$ cat src/design/lfu_pkg.sv
// Package for the LFU heap tracker: sizes, entry type, codes and the
// controller/datapath command and status structs. No dependencies.
package lfu_pkg;

  localparam int CAPACITY = 32;
  localparam int IDX_W    = $clog2(CAPACITY);
  localparam int CNT_W    = $clog2(CAPACITY + 1);
  localparam int CH_W     = IDX_W + 2;
  localparam int ID_W     = 8;
  localparam int COUNT_W  = 16;
  localparam int STAMP_W  = 32;

  localparam logic [COUNT_W-1:0] COUNT_MAX = '1;

  typedef struct packed {
    logic [ID_W-1:0]    id;
    logic [COUNT_W-1:0] count;
    logic [STAMP_W-1:0] stamp;
  } entry_t;

  localparam int ENTRY_W = $bits(entry_t);

  typedef enum logic [1:0] {
    KIND_TOUCH  = 2'd0,
    KIND_REMOVE = 2'd1,
    KIND_LOOKUP = 2'd2,
    KIND_SPARE  = 2'd3
  } kind_t;

  typedef enum logic [1:0] {
    ST_OK        = 2'd0,
    ST_FULL      = 2'd1,
    ST_NOT_FOUND = 2'd2
  } status_t;

  typedef enum logic [2:0] {
    RD_SRCH   = 3'd0,
    RD_PARENT = 3'd1,
    RD_LEFT   = 3'd2,
    RD_RIGHT  = 3'd3,
    RD_LAST   = 3'd4,
    RD_TOP    = 3'd5
  } rd_sel_t;

  typedef enum logic [1:0] {
    WR_NONE  = 2'd0,
    WR_UPPER = 2'd1,
    WR_CUR   = 2'd2,
    WR_CAND  = 2'd3
  } wr_sel_t;

  typedef struct packed {
    logic    latch_in;
    logic    srch_inc;
    logic    found_set;
    rd_sel_t rd_sel;
    wr_sel_t wr_sel;
    logic    cur_touch;
    logic    cur_new;
    logic    cur_load;
    logic    pos_slot;
    logic    pos_parent;
    logic    pos_cand;
    logic    total_dec;
    logic    moved_set;
    logic    best_load;
    logic    set_full;
    logic    set_nf;
    logic    cnt_cur;
    logic    out_load;
  } cmd_t;

  typedef struct packed {
    kind_t kind;
    logic  id_zero;
    logic  total_zero;
    logic  full;
    logic  found;
    logic  match;
    logic  srch_last;
    logic  slot_last;
    logic  pos_zero;
    logic  up_better;
    logic  left_ok;
    logic  cand_better;
    logic  moved;
    logic  out_busy;
  } sts_t;

  // a sits above b: lower count, then earlier stamp
  function automatic logic goes_before(entry_t a, entry_t b);
    if (a.count != b.count) return a.count < b.count;
    return a.stamp < b.stamp;
  endfunction

endpackage

$ cat src/design/lfu_ifs.sv
// Valid/ready channel interfaces for the LFU heap tracker.
// Depends on lfu_pkg.
interface lfu_in_if;
  logic                      valid;
  logic                      ready;
  logic [1:0]                kind;
  logic [lfu_pkg::ID_W-1:0]  id;
  modport source (output valid, kind, id, input ready);
  modport sink   (input valid, kind, id, output ready);
endinterface

interface lfu_out_if;
  logic                         valid;
  logic                         ready;
  logic [lfu_pkg::ID_W-1:0]     top_id;
  logic                         top_valid;
  logic [lfu_pkg::COUNT_W-1:0]  id_count;
  logic [1:0]                   status;
  modport source (output valid, top_id, top_valid, id_count, status, input ready);
  modport sink   (input valid, top_id, top_valid, id_count, status, output ready);
endinterface

$ cat src/design/lfu_ram.sv
// Generic single-write, single-read RAM with registered read data.
// No dependencies.
module lfu_ram #(
  parameter int WIDTH = 8,
  parameter int DEPTH = 32
) (
  input  logic                     clk,
  input  logic                     we,
  input  logic [$clog2(DEPTH)-1:0] waddr,
  input  logic [WIDTH-1:0]         wdata,
  input  logic [$clog2(DEPTH)-1:0] raddr,
  output logic [WIDTH-1:0]         rdata
);
  logic [WIDTH-1:0] mem [DEPTH];

  always_ff @(posedge clk) begin
    if (we) begin
      mem[waddr] <= wdata;
    end
    rdata <= mem[raddr];
  end
endmodule

$ cat src/design/lfu_ctrl.sv
// Controller FSM of the LFU heap tracker: search, insert, sift and report.
// Depends on lfu_pkg; drives lfu_dp through cmd_t, reads sts_t.
module lfu_ctrl (
  input  logic          clk,
  input  logic          rst,
  input  logic          in_valid,
  output logic          in_ready,
  input  lfu_pkg::sts_t sts,
  output lfu_pkg::cmd_t cmd
);
  import lfu_pkg::*;

  typedef enum logic [11:0] {
    S_IDLE     = 12'b000000000001,
    S_SRCH_RD  = 12'b000000000010,
    S_SRCH_CHK = 12'b000000000100,
    S_DISP     = 12'b000000001000,
    S_RM_LD    = 12'b000000010000,
    S_UP_RD    = 12'b000000100000,
    S_UP_CHK   = 12'b000001000000,
    S_DN_L     = 12'b000010000000,
    S_DN_R     = 12'b000100000000,
    S_DN_C     = 12'b001000000000,
    S_TOP      = 12'b010000000000,
    S_TOP_CHK  = 12'b100000000000
  } state_t;

  state_t state, state_next;
  logic   up_stop_down;

  assign in_ready     = (state == S_IDLE);
  assign up_stop_down = (sts.kind == KIND_REMOVE) && !sts.moved;

  always_ff @(posedge clk) begin
    if (rst) begin
      state <= S_IDLE;
    end else begin
      state <= state_next;
    end
  end

  always_comb begin
    state_next = state;
    cmd        = '0;
    cmd.rd_sel = RD_SRCH;
    cmd.wr_sel = WR_NONE;
    case (state)
      S_IDLE: begin
        if (in_valid) begin
          cmd.latch_in = 1'b1;
          if (sts.id_zero) begin
            cmd.set_nf = 1'b1;
            state_next = S_TOP;
          end else if (sts.total_zero) begin
            state_next = S_DISP;
          end else begin
            state_next = S_SRCH_RD;
          end
        end
      end
      S_SRCH_RD: begin
        cmd.rd_sel = RD_SRCH;
        state_next = S_SRCH_CHK;
      end
      S_SRCH_CHK: begin
        if (sts.match) begin
          cmd.found_set = 1'b1;
          state_next    = S_DISP;
        end else if (sts.srch_last) begin
          state_next = S_DISP;
        end else begin
          cmd.srch_inc = 1'b1;
          state_next   = S_SRCH_RD;
        end
      end
      S_DISP: begin
        state_next = S_TOP;
        if (sts.kind == KIND_TOUCH) begin
          if (sts.found) begin
            cmd.cur_touch = 1'b1;
            cmd.pos_slot  = 1'b1;
            state_next    = S_DN_L;
          end else if (sts.full) begin
            cmd.set_full = 1'b1;
          end else begin
            cmd.cur_new = 1'b1;
            state_next  = S_UP_RD;
          end
        end else if (!sts.found) begin
          cmd.set_nf = 1'b1;
        end else if (sts.kind == KIND_REMOVE) begin
          cmd.total_dec = 1'b1;
          cmd.rd_sel    = RD_LAST;
          if (!sts.slot_last) begin
            cmd.pos_slot = 1'b1;
            state_next   = S_RM_LD;
          end
        end else begin
          cmd.cnt_cur = 1'b1;
        end
      end
      S_RM_LD: begin
        cmd.cur_load = 1'b1;
        state_next   = S_UP_RD;
      end
      S_UP_RD: begin
        if (sts.pos_zero) begin
          if (up_stop_down) begin
            state_next = S_DN_L;
          end else begin
            cmd.wr_sel = WR_CUR;
            state_next = S_TOP;
          end
        end else begin
          cmd.rd_sel = RD_PARENT;
          state_next = S_UP_CHK;
        end
      end
      S_UP_CHK: begin
        if (sts.up_better) begin
          cmd.wr_sel     = WR_UPPER;
          cmd.pos_parent = 1'b1;
          cmd.moved_set  = 1'b1;
          state_next     = S_UP_RD;
        end else if (up_stop_down) begin
          state_next = S_DN_L;
        end else begin
          cmd.wr_sel = WR_CUR;
          state_next = S_TOP;
        end
      end
      S_DN_L: begin
        if (sts.left_ok) begin
          cmd.rd_sel = RD_LEFT;
          state_next = S_DN_R;
        end else begin
          cmd.wr_sel = WR_CUR;
          state_next = S_TOP;
        end
      end
      S_DN_R: begin
        cmd.best_load = 1'b1;
        cmd.rd_sel    = RD_RIGHT;
        state_next    = S_DN_C;
      end
      S_DN_C: begin
        if (sts.cand_better) begin
          cmd.wr_sel   = WR_CAND;
          cmd.pos_cand = 1'b1;
          state_next   = S_DN_L;
        end else begin
          cmd.wr_sel = WR_CUR;
          state_next = S_TOP;
        end
      end
      S_TOP: begin
        cmd.rd_sel = RD_TOP;
        state_next = S_TOP_CHK;
      end
      S_TOP_CHK: begin
        cmd.rd_sel = RD_TOP;
        if (!sts.out_busy) begin
          cmd.out_load = 1'b1;
          state_next   = S_IDLE;
        end
      end
      default: begin
        state_next = S_IDLE;
      end
    endcase
  end
endmodule

$ cat src/design/lfu_dp.sv
// Datapath of the LFU heap tracker: heap RAM, working entry, indices,
// counters and the output register. Depends on lfu_pkg and lfu_ram.
module lfu_dp (
  input  logic                         clk,
  input  logic                         rst,
  input  logic [1:0]                   in_kind,
  input  logic [lfu_pkg::ID_W-1:0]     in_id,
  input  lfu_pkg::cmd_t                cmd,
  output lfu_pkg::sts_t                sts,
  output logic                         out_valid,
  input  logic                         out_ready,
  output logic [lfu_pkg::ID_W-1:0]     top_id,
  output logic                         top_valid,
  output logic [lfu_pkg::COUNT_W-1:0]  id_count,
  output logic [1:0]                   status
);
  import lfu_pkg::*;

  kind_t               kind;
  logic [ID_W-1:0]     id;
  logic [CNT_W-1:0]    srch;
  logic [IDX_W-1:0]    slot;
  logic                found;
  logic                moved;
  entry_t              cur;
  entry_t              best;
  logic [IDX_W-1:0]    best_idx;
  logic                right_ok_r;
  logic [IDX_W-1:0]    pos;
  logic [CNT_W-1:0]    total;
  logic [STAMP_W-1:0]  arrival;
  status_t             res_status;
  logic [COUNT_W-1:0]  res_count;

  entry_t              rd_data;
  entry_t              wdata;
  entry_t              cand;
  logic                we;
  logic [IDX_W-1:0]    raddr;
  logic [IDX_W-1:0]    parent;
  logic [IDX_W-1:0]    cand_idx;
  logic [CH_W-1:0]     left;
  logic [CH_W-1:0]     right;
  logic                right_ok;
  logic [COUNT_W-1:0]  count_sat;
  logic [CNT_W-1:0]    total_m1;

  lfu_ram #(.WIDTH(ENTRY_W), .DEPTH(CAPACITY)) u_heap (
    .clk   (clk),
    .we    (we),
    .waddr (pos),
    .wdata (wdata),
    .raddr (raddr),
    .rdata (rd_data)
  );

  assign parent    = IDX_W'((pos - IDX_W'(1)) >> 1);
  assign left      = CH_W'({pos, 1'b1});
  assign right     = left + CH_W'(1);
  assign right_ok  = right < CH_W'(total);
  assign total_m1  = total - CNT_W'(1);
  assign count_sat = (cur.count == COUNT_MAX) ? COUNT_MAX : cur.count + COUNT_W'(1);
  assign cand      = (right_ok_r && goes_before(rd_data, best)) ? rd_data : best;
  assign cand_idx  = (right_ok_r && goes_before(rd_data, best)) ?
                     best_idx + IDX_W'(1) : best_idx;

  always_comb begin
    case (cmd.rd_sel)
      RD_SRCH:   raddr = srch[IDX_W-1:0];
      RD_PARENT: raddr = parent;
      RD_LEFT:   raddr = left[IDX_W-1:0];
      RD_RIGHT:  raddr = right[IDX_W-1:0];
      RD_LAST:   raddr = total_m1[IDX_W-1:0];
      RD_TOP:    raddr = '0;
      default:   raddr = '0;
    endcase
  end

  always_comb begin
    we = 1'b1;
    case (cmd.wr_sel)
      WR_UPPER: wdata = rd_data;
      WR_CUR:   wdata = cur;
      WR_CAND:  wdata = cand;
      default: begin
        wdata = cur;
        we    = 1'b0;
      end
    endcase
  end

  always_comb begin
    sts.kind        = kind;
    sts.id_zero     = (in_id == '0);
    sts.total_zero  = (total == '0);
    sts.full        = (total == CNT_W'(CAPACITY));
    sts.found       = found;
    sts.match       = (rd_data.id == id);
    sts.srch_last   = (srch + CNT_W'(1) == total);
    sts.slot_last   = (CNT_W'(slot) == total_m1);
    sts.pos_zero    = (pos == '0);
    sts.up_better   = goes_before(cur, rd_data);
    sts.left_ok     = left < CH_W'(total);
    sts.cand_better = goes_before(cand, cur);
    sts.moved       = moved;
    sts.out_busy    = out_valid && !out_ready;
  end

  always_ff @(posedge clk) begin
    if (rst) begin
      total     <= '0;
      arrival   <= '0;
      out_valid <= 1'b0;
    end else begin
      if (cmd.cur_new) begin
        total   <= total + CNT_W'(1);
        arrival <= arrival + STAMP_W'(1);
      end else if (cmd.total_dec) begin
        total <= total_m1;
      end
      if (cmd.out_load) begin
        out_valid <= 1'b1;
      end else if (out_ready) begin
        out_valid <= 1'b0;
      end
    end
  end

  always_ff @(posedge clk) begin
    if (cmd.latch_in) begin
      kind       <= kind_t'(in_kind);
      id         <= in_id;
      srch       <= '0;
      found      <= 1'b0;
      moved      <= 1'b0;
      res_count  <= '0;
    end
    if (cmd.srch_inc) begin
      srch <= srch + CNT_W'(1);
    end
    if (cmd.found_set) begin
      found <= 1'b1;
      slot  <= srch[IDX_W-1:0];
      cur   <= rd_data;
    end
    if (cmd.cur_touch) begin
      cur.count <= count_sat;
      res_count <= count_sat;
    end
    if (cmd.cur_new) begin
      cur       <= '{id: id, count: COUNT_W'(1), stamp: arrival};
      pos       <= total[IDX_W-1:0];
      res_count <= COUNT_W'(1);
    end
    if (cmd.cur_load) begin
      cur <= rd_data;
    end
    if (cmd.cnt_cur) begin
      res_count <= cur.count;
    end
    if (cmd.set_nf) begin
      res_status <= ST_NOT_FOUND;
    end else if (cmd.set_full) begin
      res_status <= ST_FULL;
    end else if (cmd.latch_in) begin
      res_status <= ST_OK;
    end
    if (cmd.pos_slot) begin
      pos <= slot;
    end else if (cmd.pos_parent) begin
      pos <= parent;
    end else if (cmd.pos_cand) begin
      pos <= cand_idx;
    end
    if (cmd.moved_set) begin
      moved <= 1'b1;
    end
    if (cmd.best_load) begin
      best       <= rd_data;
      best_idx   <= left[IDX_W-1:0];
      right_ok_r <= right_ok;
    end
    if (cmd.out_load) begin
      top_valid <= (total != '0);
      top_id    <= (total != '0) ? rd_data.id : '0;
      id_count  <= res_count;
      status    <= res_status;
    end
  end
endmodule

$ cat src/design/lfu_min_heap_tracker_unit.sv
// Top level of the LFU heap tracker: controller plus datapath.
// Depends on lfu_pkg, lfu_ifs, lfu_ram, lfu_ctrl and lfu_dp.
//
// Usage:
//   in_ch  carries one operation (kind, id): touch, remove or look up.
//   out_ch returns one result per operation: heap top id and its valid
//   flag, the id's count and a status code (ok, full, not found).
//   One operation is in work at a time; in_ch.ready is high only between
//   operations. The heap sits in a single-port-read RAM, so every step of
//   the id search and of the sift costs RAM reads with registered data.
//   An id of zero is answered as not found without a search; else the
//   stored slots are searched in turn. An update then moves the entry up
//   or down one level per step and ends with a final write; a remove first
//   refills the emptied slot from the last entry. The next transfer is
//   taken the cycle after the result is loaded.
//   A finished result waits in the output register; a new operation may
//   be taken and worked on meanwhile, and holds in its last step while
//   out_ch is stalled.
//   Reset (rst, synchronous) empties the heap and zeroes the stamp counter;
//   no clearing pass is needed and the block is ready the cycle after.
module lfu_min_heap_tracker_unit (
  input logic clk,
  input logic rst,
  lfu_in_if.sink    in_ch,
  lfu_out_if.source out_ch
);
  import lfu_pkg::*;

  cmd_t cmd;
  sts_t sts;

  lfu_ctrl u_ctrl (
    .clk      (clk),
    .rst      (rst),
    .in_valid (in_ch.valid),
    .in_ready (in_ch.ready),
    .sts      (sts),
    .cmd      (cmd)
  );

  lfu_dp u_dp (
    .clk       (clk),
    .rst       (rst),
    .in_kind   (in_ch.kind),
    .in_id     (in_ch.id),
    .cmd       (cmd),
    .sts       (sts),
    .out_valid (out_ch.valid),
    .out_ready (out_ch.ready),
    .top_id    (out_ch.top_id),
    .top_valid (out_ch.top_valid),
    .id_count  (out_ch.id_count),
    .status    (out_ch.status)
  );
endmodule

$ cat src/flat_wrapper.sv
// flat-port wrapper written by rule: the top's interface ports become plain ports
module lfu_min_heap_tracker_unit_flat import lfu_pkg::*;
  (clk, rst, in_ch_valid, in_ch_kind, in_ch_id, in_ch_ready, out_ch_valid, out_ch_top_id, out_ch_top_valid, out_ch_id_count, out_ch_status, out_ch_ready);
  lfu_in_if in_ch_i ();
  lfu_out_if out_ch_i ();
  input logic clk;
  input logic rst;
  input wire logic [$bits(in_ch_i.valid)-1:0] in_ch_valid;
  input wire logic [$bits(in_ch_i.kind)-1:0] in_ch_kind;
  input wire logic [$bits(in_ch_i.id)-1:0] in_ch_id;
  output wire logic [$bits(in_ch_i.ready)-1:0] in_ch_ready;
  output wire logic [$bits(out_ch_i.valid)-1:0] out_ch_valid;
  output wire logic [$bits(out_ch_i.top_id)-1:0] out_ch_top_id;
  output wire logic [$bits(out_ch_i.top_valid)-1:0] out_ch_top_valid;
  output wire logic [$bits(out_ch_i.id_count)-1:0] out_ch_id_count;
  output wire logic [$bits(out_ch_i.status)-1:0] out_ch_status;
  input wire logic [$bits(out_ch_i.ready)-1:0] out_ch_ready;
  assign in_ch_i.valid = in_ch_valid;
  assign in_ch_i.kind = in_ch_kind;
  assign in_ch_i.id = in_ch_id;
  assign in_ch_ready = in_ch_i.ready;
  assign out_ch_valid = out_ch_i.valid;
  assign out_ch_top_id = out_ch_i.top_id;
  assign out_ch_top_valid = out_ch_i.top_valid;
  assign out_ch_id_count = out_ch_i.id_count;
  assign out_ch_status = out_ch_i.status;
  assign out_ch_i.ready = out_ch_ready;
  lfu_min_heap_tracker_unit u_core (.clk(clk), .rst(rst), .in_ch(in_ch_i), .out_ch(out_ch_i));
endmodule
$ cat config.mk
export PLATFORM = sky130hd
export DESIGN_NAME = lfu_min_heap_tracker_unit_flat
export DESIGN_NICKNAME = d
export VERILOG_FILES = /design/src/design/lfu_pkg.sv /design/src/design/lfu_ifs.sv /design/src/design/lfu_ram.sv /design/src/design/lfu_ctrl.sv /design/src/design/lfu_dp.sv /design/src/design/lfu_min_heap_tracker_unit.sv /design/src/flat_wrapper.sv
export SDC_FILE = /design/constraint.sdc
export NUM_CORES = 2
export LEC_CHECK = 0
export ABC_AREA = 1
export BUFFER_PORTS_ARGS = -buffer_cell sky130_fd_sc_hd__buf_2
export CORE_MARGIN = 1.5
export CORE_UTILIZATION = 66
export CTS_BUF_LIST = sky130_fd_sc_hd__clkbuf_2
export CTS_CLUSTER_DIAMETER = 150
export CTS_CLUSTER_SIZE = 10
export DETAILED_ROUTE_END_ITERATION = 12
export GPL_TIMING_DRIVEN = 1
export HOLD_SLACK_MARGIN = 0.12
export PLACE_DENSITY = 0.82
export RECOVER_POWER = 25
export SYNTH_ARGS = -nofsm -noshare
export SYNTH_HDL_FRONTEND = slang
export SYNTH_SLANG_ARGS = --single-unit
export TNS_END_PERCENT = 10
$ cat constraint.sdc
create_clock -name clk -period 7.6 [get_ports clk]
set_clock_uncertainty 0.2 [all_clocks]
set_input_delay 1.9 -clock clk [delete_from_list [all_inputs] [get_ports clk]]
set_output_delay 1.9 -clock clk [all_outputs]
set_load 0.03 [all_outputs]
After elaboration in Yosys (flattened, before gate mapping)
Memories as Yosys holds them, arrays and structs flattened. A register that Yosys moved wholly into a read port is not among the register bits.
Index checks and enable logic that the tools add are counted.

word-level totals
  memories kept = 1
  bits in writable memories = 1,792
  input bits = 14
  output and inout bits = 29
  register bits after elaboration = 241

cells by class
  add/subtract/negate cells = 8
  reduce and logical (&&, ||, !) cells = 22
  $lt $le $gt $ge = 8
  equality and inequality tests = 30
  muxes and demuxes = 107

memories
  memory                  depth  bits a word  read ports  clocked after Yosys merged registers in  wr ports  RTL line       text
  u_core.u_dp.u_heap.mem  32     56           1           1                                        1         lfu_ram.sv:14  logic [WIDTH-1:0] mem [DEPTH];

operators by type and width
  operator                                               number
  2-to-1 mux 56 bit                                      4
  one-hot mux 12 bit (12 select lines)                   1
  one-hot mux 56 bit (2 select lines)                    1
  2-to-1 mux 12 bit                                      9
  less-than comparator 32 bit                            3
  2-to-1 mux 16 bit                                      6
  2-to-1 mux 11 bit                                      5
  2-to-1 mux 1 bit                                       51
  less-than comparator 16 bit                            3
  inequality test 16 bit                                 3
  adder 32 x 1 -> 32 bit, second input constant          1
  2-to-1 mux 5 bit                                       5
  one-hot mux 5 bit (5 select lines)                     1
  2-to-1 mux 6 bit                                       4
  2-to-1 mux 2 bit                                       11
  adder 16 x 1 -> 16 bit, second input constant          1
  equality test 16 bit, second input constant            1
  one-hot mux 3 bit (5 select lines)                     1
  adder 6 x 1 -> 6 bit, second input constant            2
  equality test 12 x 1 -> 1 bit, second input constant   1
  equality test 12 x 10 -> 1 bit, second input constant  1
  equality test 12 x 11 -> 1 bit, second input constant  1
  equality test 12 bit, second input constant            1
  equality test 12 x 2 -> 1 bit, second input constant   1
  41 further kinds                                       57

Longest topological paths before layout
  depth after elaboration = 15
  gate-level depth with buffers = 35

Hierarchy
A second synthesis with hierarchy kept.

second synthesis, totals
  cells, all modules = 8,059
  area total of the unflattened synthesis = 89,495.8 µm²

by module, submodules not included
  module    cells each  area each (µm²)  times used
  lfu_ram   6,150       73,406.7         1
  lfu_dp    1,730       14,981.9         1
  lfu_ctrl  179         1,107.3          1

Worst setup path after synthesis
OpenSTA, ideal clock, no wires.

  kind = flip-flop to flip-flop
  start point = reg u_core.u_dp.best[15] in the netlist's numbering
  end point = mem u_core.u_dp.u_heap.mem[11][0] in the netlist's numbering, enable pin
  required time = 6,930 ps
  arrival = 6,078 ps
  stages on the path, launching flop included = 29
  library setup time = 470 ps
  slack = 852 ps
  cell sequence = edfxtp_1 -> inv_1 -> ha_1 -> nand2_1 -> inv_1 -> nand3_1 -> nor3_1 -> nand2_1 -> nand2_1 -> nand2_1 -> nand2_1 -> nand2_1 -> nand2_1 -> buf_1 -> clkbuf_1 -> nand2_1 -> o21ai_0 -> ha_1 -> a21oi_1 -> nor2_1 -> a211oi_1 -> o221ai_1 -> a211oi_1 -> nand2_1 -> a21oi_1 -> nor2_2 -> nand2_1 -> nand2_1 -> nor2_1

between the ends
  word-level cells in the longest chain between the ends = 14
  elaborated cells on any way between the ends = 19

ends and longest elaborated chain
  element                                                                RTL line         text
  from (decl)                                                            lfu_dp.sv:26     entry_t best;
  from (signal assigned)                                                 lfu_dp.sv:179    best <= rd_data;
  less-than comparator 32 bit                                            lfu_pkg.sv:93    return a.stamp < b.stamp;
  2-to-1 mux 1 bit                                                       lfu_pkg.sv:93
  logical AND 1 bit                                                      lfu_dp.sv:63     assign cand = (right_ok_r && goes_before(rd_data, best)) ? rd_data : best;
  2-to-1 mux 56 bit *                                                    lfu_dp.sv:63
  less-than comparator 16 bit or inequality test 16 bit (tied branches)  lfu_pkg.sv:92    if (a.count != b.count) return a.count < b.count;
  2-to-1 mux 1 bit                                                       lfu_pkg.sv:92
  2-to-1 mux 1 bit *                                                     lfu_pkg.sv:93
  2-to-1 mux 1 bit *                                                     lfu_ctrl.sv:147  if (sts.cand_better) begin
  one-hot mux 2 bit (4 select lines) *                                   lfu_ctrl.sv:47   case (state)
  equality test 2 bit or equality test 2 x 1 -> 1 bit (tied branches)    lfu_dp.sv:81     case (cmd.wr_sel)
  OR reduction 3 bit (no source line) *                                  -
  2-to-1 mux 1 bit *                                                     lfu_dp.sv:81
  2-to-1 mux 1 bit *                                                     lfu_ram.sv:17    if (we) begin
  2-to-1 mux 1 bit (implied by the code) *                               lfu_ram.sv:18    mem[waddr] <= wdata;
  to (decl)                                                              lfu_ram.sv:14

Every way passes the cells marked *; elsewhere a longest branch is shown, timed or not. The select of a mux whose other input is x is not followed.

Final worst setup path
  start point = reg u_core.u_dp.u_heap.rdata[0], read port of u_core.u_dp.u_heap.mem
  end point = mem u_core.u_dp.u_heap.mem[23][32] in the netlist's numbering (data pin)

between the ends
  word-level cells in the longest chain between the ends = 11
  elaborated cells on any way between the ends = 18

ends and longest elaborated chain
  element                                                                RTL line         text
  from (decl)                                                            lfu_ram.sv:12    output logic [WIDTH-1:0] rdata
  less-than comparator 32 bit                                            lfu_pkg.sv:93
  2-to-1 mux 1 bit                                                       lfu_pkg.sv:93
  logical AND 1 bit                                                      lfu_dp.sv:63
  2-to-1 mux 56 bit                                                      lfu_dp.sv:63
  less-than comparator 16 bit or inequality test 16 bit (tied branches)  lfu_pkg.sv:92
  2-to-1 mux 1 bit                                                       lfu_pkg.sv:92
  2-to-1 mux 1 bit                                                       lfu_pkg.sv:93
  2-to-1 mux 1 bit                                                       lfu_ctrl.sv:147
  one-hot mux 2 bit (4 select lines)                                     lfu_ctrl.sv:47
  equality test 2 bit or equality test 2 x 1 -> 1 bit (tied branches)    lfu_dp.sv:81
  one-hot mux 56 bit (2 select lines) *                                  lfu_dp.sv:81
  net u_core.u_dp.u_heap.wdata[32]                                       lfu_ram.sv:10    input logic [WIDTH-1:0] wdata,

Mark *: on every way through the listed nets, which the timed path passes. The rest lies on a longest branch. The select of a mux whose other input is x is not followed.

==> qor.txt <==
gr busiest metal = met2
Synth top cells by count = 1978 x edfxtp_1, 1066 x nor2_1, 740 x o211ai_1
Via-to-Cell Ratio = 6.73
max_cap viols = 11
CP max FO = 32
number of setup buffers added after CTS = 0
Starting Density = 66.3%
vias = 58800
Cell Area, Synth = 88300 um^2
top-count cell post-synth = edfxtp_1
worst path bufs/invs = 4
clock sink count = 2089
largest net degree at the start of global routing = 228
met2 Resource Use GR = 51.7%
DRC = 0
first-pass GRT wire length = 346000 um
min cycle time layout = 7.25 ns
Die Footprint = 136000 um^2
Ports = 43
Crit path required time = 8.85 ns
Tot Pwr = 0.0243 W
static leakage = 30.8 nW
Root Driver = clkbuf_2
P_sw = 0.00824 W
largest delay contributor family on the critical path = simple AND/OR/NAND/NOR gates
hold crit path type = reg2reg
Pins Over Slew Limit = 527
Yosys reg bits = 2089
Max Clock Freq = 0.138 GHz
Filler cells = 8778
critical path class = reg2reg
R2R cell count = 29
CTS tree = built
EDFF count, synth = 1978
Slew @ Worst Pin = 4.57 ns
row count = 134
Core Region = 133000 um^2
Critical Path AT = 8.49 ns
initial antenna violation count = 7
H-Tree Depth = 4
Worst Hold End = u_core.u_dp.best[14]$_DFFE_PP_
Gate power share = 26.3%
Post-synth ARST share = 0%
vias in the first global route = 56400
clock power share = 19.5%
worst slack, placed = 0.570 ns
r2r setup slk = 0.35 ns
Global Route met1 Usage = 48.2%
worst r2r src = u_core.u_dp.u_heap.rdata[0]$_DFF_P_
slowest stage delay, CP = 1.12 ns
endpoints failing setup = 0
CTS buffer count = 226
post-synth top area share = 67.2%
power share of the sequential group = 54.1%
Peak VDD IR = 0.250 mV
ANT nets after route = 0
Port Buffers = 42
Die Wd = 369 um
top cell type by total area after synthesis = edfxtp_1
Sw Ratio = 34.0%
period utilisation layout = 95.3%
GR Util met3 = 8.13%
CP Capture Type = flop
Design Area, Final = 92700 um^2
status = complete, but fails checks
cells after synthesis = 6796
Clk pin slew, worst setup/hold paths = 0.21 ns
Slew HR = -205%
TritonRoute pass-1 iters = 6
Setup WS post-layout = 0.354 ns
GRT Residual Overflow = 0
synth top area cells = edfxtp_1 67%, o211ai_1 6.3%, nor2_1 4.5%
Multi-input gate area = 23700 um^2
Pwr Density = 262 nW/um^2
slowest stage cell on the critical path = clkbuf_1
clock buffer depth = 3
RePlAce Congestion = 0.940
Layout Nets = 7036
final hold violations = 0
die height = 369 um
Area after DPL = 91600 um^2
r2r endpoint = u_core.u_dp.u_heap.mem[23][32]$_DFFE_PP_
Post-synth top flop = edfxtp_1
share of cells above drive strength 1 = 14.8%
Most Frequent Cell on Critical Path = nand2_1
yosys warns = 0
Setup crit start kind = flop
All-Layer GR Usage = 34.2%
WHS Path Cells = 0
DR iter-0 viols = 9599
Reg area = 61600 um^2
total negative slack = 0 ns
Hold Crit Start = u_core.u_dp.u_heap.rdata[14]$_DFF_P_
worst skew pair latency = 1.96 ns
drt wl/cell = 26.8 um
HPWL after DPL = 134000 um
Internal = 0.0160 W
Syn Nets = 6972
failing checks = capacitance limit, slew limit
final core occ = 69.6%
critical path depth in cells = 29
WL final = 234000 um
Synth cell types = 64
sequential area share after synthesis = 69.8%
average footprint of a synthesized cell = 13.0 um^2
Area Growth Syn to Fin = 4.95%
RSZ-0062 raised after global routing = false
==> layout make-up <==
type	instances	share of cell area [%]
flip-flops and latches	2089	66.5
multi-input cells	3979	25.6
repair buffers	271	2.48
well taps	1768	2.39
clock buffers	323	1.74
inverters	293	1.20
clock inverters	14	0.140
diodes	6	0.0162
==> power by group through the flow <==
stage | sequential [W] | combinational (W) | clock (W)
after floorplan | 0.0133 | 0.00436 | 0
after global placement | 0.0133 | 0.00609 | 0
after detailed placement | 0.0134 | 0.00629 | 0
after CTS | 0.0131 | 0.00632 | 0.00474
after global routing | 0.0132 | 0.00694 | 0.00517
final | 0.0131 | 0.00639 | 0.00473
==> worst max path at each step <==
stage	startpoint	end	slack, ns
6_report	u_core.u_dp.u_heap.rdata[0]$_DFF_P_	u_core.u_dp.u_heap.mem[23][32]$_DFFE_PP_	0.35
5_1_grt	u_core.u_dp.u_heap.rdata[0]$_DFF_P_	u_core.u_dp.u_heap.mem[5][10]$_DFFE_PP_	0.04
4_1_cts	u_core.u_dp.u_heap.rdata[0]$_DFF_P_	u_core.u_dp.u_heap.mem[0][41]$_DFFE_PP_	0.45
3_5_place_dp	u_core.u_dp.u_heap.rdata[0]$_DFF_P_	u_core.u_dp.u_heap.mem[1][41]$_DFFE_PP_	0.57
3_3_place_gp	u_core.u_dp.u_heap.rdata[0]$_DFF_P_	u_core.u_dp.u_heap.mem[4][41]$_DFFE_PP_	0.63
2_1_floorplan	u_core.u_dp.best[15]$_DFFE_PP_	u_core.u_dp.u_heap.mem[11][0]$_DFFE_PP_	0.85
==> worst register-to-register path: cells and delay by family, from the launching register on <==
kind            cells  cell delay (ns)
fa+ha+maj           1             0.40
buf+inv             4             1.68
flops               1             0.59
simple gates       22             3.50
compound gates      2             0.40
==> registers in the layout, summed over array words and instances (netlist names), 2 cells and up <==
name and count:
u_core.u_dp.srch 6, u_core.u_ctrl.state 12, u_core.u_dp.res_count 16, u_core.u_dp.cur 56
u_core.u_dp.u_heap.mem 1792, u_core.u_dp.u_heap.rdata 56, u_core.u_dp.id_count 16, u_core.u_dp.id 8
u_core.u_dp.slot 5, u_core.u_dp.top_id 8, u_core.u_dp.best_idx 4, u_core.u_dp.pos 5
u_core.u_dp.res_status 2, u_core.u_dp.total 6, u_core.u_dp.best 56, u_core.u_dp.kind 2
u_core.u_dp.status 2, u_core.u_dp.arrival 32
==> what timing repair did <==
| action | CTS | global route |
|---|---|---|
| gates resized for setup | 0 | 1 |
| endpoints found under the hold margin | 12 | 0 |
| endpoints found under the setup margin | 0 | 27 |
| hold buffers | 12 | 0 |
==> per-layer routing <==
| layer | vias to the layer above | wire length (um) | part of all wire [%] |
|---|---|---|---|
| met2 | 3983 | 106000 | 45 |
| met1 | 28600 | 88300 | 38 |
| met4 | 6 | 10300 | 4.4 |
| li1 | 25500 | - | - |
| met5 | - | 41 | 0.018 |
| met3 | 683 | 29400 | 13 |
==> cells by family after synthesis <==
family	after synthesis	synth area share, %
simple gates	2203	11.3
flops	2089	69.8
compound gates	1571	12.8
buf+inv	728	3.40
fa+ha+maj	162	2.29
xor+xnor	42	0.416
mux	1	0.0113
==> per-stage QoR <==
step | hold slack (ns) | std cells
6_report | 0.186 | 8743
5_1_grt | 0.202 | 8741
4_1_cts | 0.164 | 8737
3_5_place_dp | 0.205 | 8388
3_3_place_gp | 0.203 | 8388
2_1_floorplan | 0.200 | 6796
==> layout by cell type (no fill, tap or decap), types with 4 or more instances in the layout <==
| cell type | Yosys | layout |
|---|---|---|
| a211oi_1 | 7 | 7 |
| a21oi_1 | 123 | 122 |
| a221oi_1 | 4 | 4 |
| a31oi_1 | 68 | 68 |
| buf_12 | 0 | 44 |
| buf_2 | 163 | 8 |
| buf_4 | 11 | 111 |
| clkbuf_1 | 244 | 67 |
| clkbuf_2 | 1 | 340 |
| clkbuf_4 | 0 | 12 |
| clkinv_1 | 4 | 4 |
| dfxtp_1 | 111 | 111 |
| diode_2 | 0 | 6 |
| dlygate4sd3_1 | 0 | 12 |
| edfxtp_1 | 1978 | 1978 |
| ha_1 | 162 | 162 |
| inv_1 | 266 | 267 |
| inv_2 | 22 | 23 |
| nand2_1 | 491 | 491 |
| nand2_2 | 8 | 8 |
| nand3_1 | 68 | 69 |
| nand3_2 | 6 | 4 |
| nand4_1 | 20 | 21 |
| nor2_1 | 1066 | 1061 |
| nor2_2 | 6 | 6 |
| nor2_4 | 5 | 12 |
| nor3_1 | 38 | 42 |
| nor4_1 | 12 | 14 |
| o211ai_1 | 740 | 740 |
| o21a_1 | 10 | 10 |
| o21ai_0 | 153 | 153 |
| o311ai_0 | 59 | 81 |
| o311ai_1 | 165 | 143 |
| o31ai_1 | 224 | 224 |
| or2_1 | 26 | 26 |
| or2_2 | 432 | 432 |
| xnor2_1 | 5 | 5 |
| xor2_1 | 37 | 37 |
Power figures use the tool's default switching activity.
